**config.mk**
```make
export PLATFORM = sky130hd
export DESIGN_NAME = lio_nbr
export DESIGN_NICKNAME = d
export VERILOG_FILES = /design/src/rtl/lio_pkg.sv /design/src/rtl/lio_nbr.sv
export SDC_FILE = /design/constraint.sdc
export NUM_CORES = 1
export LEC_CHECK = 0
export BUFFER_PORTS_ARGS = -buffer_cell sky130_fd_sc_hd__buf_2
export CORE_MARGIN = 4
export CORE_UTILIZATION = 50
export DETAILED_ROUTE_END_ITERATION = 10
export PLACE_DENSITY_LB_ADDON = 0.1
export SLEW_MARGIN = 20
export SYNTH_ARGS = -nofsm -noshare
export SYNTH_HDL_FRONTEND = slang
export SYNTH_SLANG_ARGS = --single-unit
```
**constraint.sdc**
```tcl
create_clock -name vclk -period 2.7
set_input_delay 0.135 -clock vclk [all_inputs]
set_output_delay 0.135 -clock vclk [all_outputs]
set_load 0.02 [all_outputs]
```
**src/rtl/lio_pkg.sv**
```systemverilog
`timescale 1ns / 1ps

package lio_pkg;

    // Fixed field widths of the ports
    localparam int DIM_W     = 7;
    localparam int CFG_IDX_W = 4;
    localparam int OUT_W     = 13;

    // Configuration register indexes
    typedef enum logic [CFG_IDX_W-1:0] {
        CFG_GRID_ROWS = 4'd0,
        CFG_GRID_COLS = 4'd1
    } cfg_idx_t;

    // Neighbor directions, in visiting order
    typedef enum logic [1:0] {
        DIR_UP    = 2'd0,
        DIR_DOWN  = 2'd1,
        DIR_LEFT  = 2'd2,
        DIR_RIGHT = 2'd3
    } dir_t;

endpackage

```
**src/rtl/lio_nbr.sv**
```systemverilog
`timescale 1ns / 1ps

module lio_nbr
    import lio_pkg::*;
#(
    parameter int AW = 12,
    parameter int RW = 6,
    parameter int CW = 6
) (
    input  logic [AW-1:0] pos,
    input  logic [RW-1:0] row,
    input  logic [CW-1:0] col,
    input  dir_t          dir,
    input  logic [RW-1:0] rows_m1,
    input  logic [CW-1:0] cols_m1,
    output logic          nb_ok,
    output logic [AW-1:0] nb_pos,
    output logic [RW-1:0] nb_row,
    output logic [CW-1:0] nb_col
);

    logic [AW-1:0] cols_aw;

    assign cols_aw = AW'(cols_m1) + AW'(1);

    // Step one cell; flag steps that leave the grid
    always_comb begin
        nb_ok  = 1'b0;
        nb_pos = pos;
        nb_row = row;
        nb_col = col;
        unique case (dir)
            DIR_UP:
            begin
                nb_ok  = (row != '0);
                nb_pos = pos - cols_aw;
                nb_row = row - RW'(1);
            end
            DIR_DOWN:
            begin
                nb_ok  = (row != rows_m1);
                nb_pos = pos + cols_aw;
                nb_row = row + RW'(1);
            end
            DIR_LEFT:
            begin
                nb_ok  = (col != '0);
                nb_pos = pos - AW'(1);
                nb_col = col - CW'(1);
            end
            DIR_RIGHT:
            begin
                nb_ok  = (col != cols_m1);
                nb_pos = pos + AW'(1);
                nb_col = col + CW'(1);
            end
            default:
            begin
                nb_ok = 1'b0;
            end
        endcase
    end

endmodule

```
==> out/metrics.cfg <==
[final_layout]
nClkBuffers=0
layout-drive-gt1-share=0.4251
final_cell_mix=buf_2, buf_4, ha_1
final_common_cell=buf_2
diodes=0
final_nets=351
register_area_um2=0
syn_to_final_growth_pct=46.75
seq_cells=0

[synth]
syn_nets=264
ys_types=45
yosys_warnings=0
synth_area_mm2=0.001464
avgSynthCellArea_um2=7.247
ys_seq_area_frac=0
synthCells=202

[placed_design]
dp_hpwl_um=3215
gp_congestion=0.7989
post-place-ws_ps=-211.4
portBuffers=63

[worst_hold_path]
hold_end=nb_col[5]
min_path_cells=3
hp-start=col[5]
hold_class=in2out

[floorplanning]
die_width_um=62.11
pin_count=63
start_util=0.5263
row_count=19
coreArea_mm2=0.002781
fp.dieArea_mm2=0.003858
die_h_um=62.11

[sta]
tns_ps=-242.3
fin_ws_ps=-168.6
relSlewSlack=0.7586
final.period_utilization=1.062
max_freq_mhz=348.6
setup_viol=3
worst_pin_slew_ps=358.8
grt_setup_unrepaired=yes
fin_crit_ps=2869
slew_viol_final=0
finalHoldViolations=0

[route]
drt_pass1_iterations=4
finalWirelength_um=4237
drtIter0Drc=107
viasPerCell=5.711
final_antenna_net_count=0
vias=1816
drt-wirelength-per-cell_um=13.32
drc=0

[setup_path]
path_delay_family=compound AO/OA/AOI/OAI gates
cpMaxStageDelayCell=ha_1
cp-start-kind=input pin
critPathRequiredTime_ps=2570
crit_buf_inv=2
arrival_ps=2730
endpoint_kind=output pin
cpMostUsedCell=a21oi_2
path_cells=buf_8, ha_4, nor2b_4, and2_0, a32o_2, a211o_1, a21oi_2, nor2_1, ha_1, a21oi_2, o21a_1, o31ai_4, a21o_1, a21oi_2, xnor2_1, buf_4
critical_path_class=in2out
path_max_fanout=3
max_stage_delay_ps=330

[job]
max_cap_violations=0

[run_status]
failed_checks=setup timing
status=finished with violations

[pwr]
power_leakage_nw=1.041
power.density_mw_per_mm2=283.7
irDropWorstVdd_mv=0.2907

[grt]
gr-total-overflow=0
grt_start_max_net_pins=17
grt_pass1_wl_um=6630
grt_use_total=0.1895
grt_pass1_vias=1589
antenna_found_initial=0

[clocking]
cts-hold-fix-buffers=0

-- timing repair --
item,in CTS,in global routing
pin swaps,9,16
endpoints found under the setup margin,4,6
setup buffers,3,4
resized for setup,6,31
-- through the flow --
stage            util  instances  total power [mW]  hold slack, ps  cell area, um^2
2_1_floorplan       -        202            0.3529           394.3             1464
3_3_place_gp   0.7036        311            0.5308           607.0             1957
3_5_place_dp   0.7036        311            0.5369           611.2             1957
4_1_cts        0.7220        314            0.5553           609.6             2008
5_1_grt        0.7724        318            0.6635           628.9             2148
6_report       0.7724        318            0.6094           608.3             2148
-- report_power, final --
group / leakage, nW / internal [mW] / switching, mW
sequential: 0 / 0 / 0
combinational: 1.04 / 0.280 / 0.329
clock: 0 / 0 / 0
total: 1.04 / 0.280 / 0.329
-- metal layers --
metal | global-route usage | part of all wire | up-vias
met5 | 0 | 0 | -
met4 | 0.01355 | 0.0085 | 0
met3 | 0.003604 | 0.060 | 4
met2 | 0.3420 | 0.50 | 69
met1 | 0.2596 | 0.43 | 829
li1 | - | - | 914
-- final cells by class --
cell class         count  area, um^2
repair buffers        95       585.6
multi-input cells    185        1498
inverters              7       26.28
well taps             31       38.79
fillers              209       633.1
-- cell usage after synthesis, types with 3 or more instances --
cell type | instances | area share
nand3_1 | 6 | 0.021
mux2_2 | 3 | 0.023
fa_1 | 3 | 0.041
nand2b_1 | 3 | 0.013
o21ai_0 | 14 | 0.048
a21o_1 | 9 | 0.046
nand2_1 | 13 | 0.033
nor2_1 | 14 | 0.036
xor2_1 | 16 | 0.096
buf_4 | 3 | 0.015
nor4_1 | 6 | 0.026
inv_1 | 6 | 0.015
a21oi_1 | 17 | 0.058
nor2b_1 | 4 | 0.017
ha_1 | 21 | 0.18
xnor2_1 | 18 | 0.11
clkbuf_1 | 5 | 0.013
a31oi_1 | 5 | 0.021
nand4_1 | 7 | 0.030
-- cells by family after synthesis --
kind of cell             after synthesis  share of synthesized area
multiplexers                           3                    0.02308
AND/OR/NAND/NOR                       61                     0.2145
AO/OA/AOI/OAI                         62                     0.2709
adder cells (fa/ha/maj)               24                     0.2205
buffers and inverters                 17                    0.05128
XOR/XNOR                              35                     0.2197
-- worst max path at each step --
stage                    start         end  cells past startpoint  slack [ps]
floorplan           cols_m1[0]  nb_pos[10]                     13           6
global placement    cols_m1[0]  nb_pos[10]                     16        -200
detailed placement  cols_m1[1]  nb_pos[10]                     16        -210
CTS                 cols_m1[1]  nb_pos[10]                     16        -100
global route        cols_m1[1]  nb_pos[10]                     16        -270
finish              cols_m1[1]  nb_pos[10]                     16        -170
Note: power is estimated with default switching activity, not from simulation.
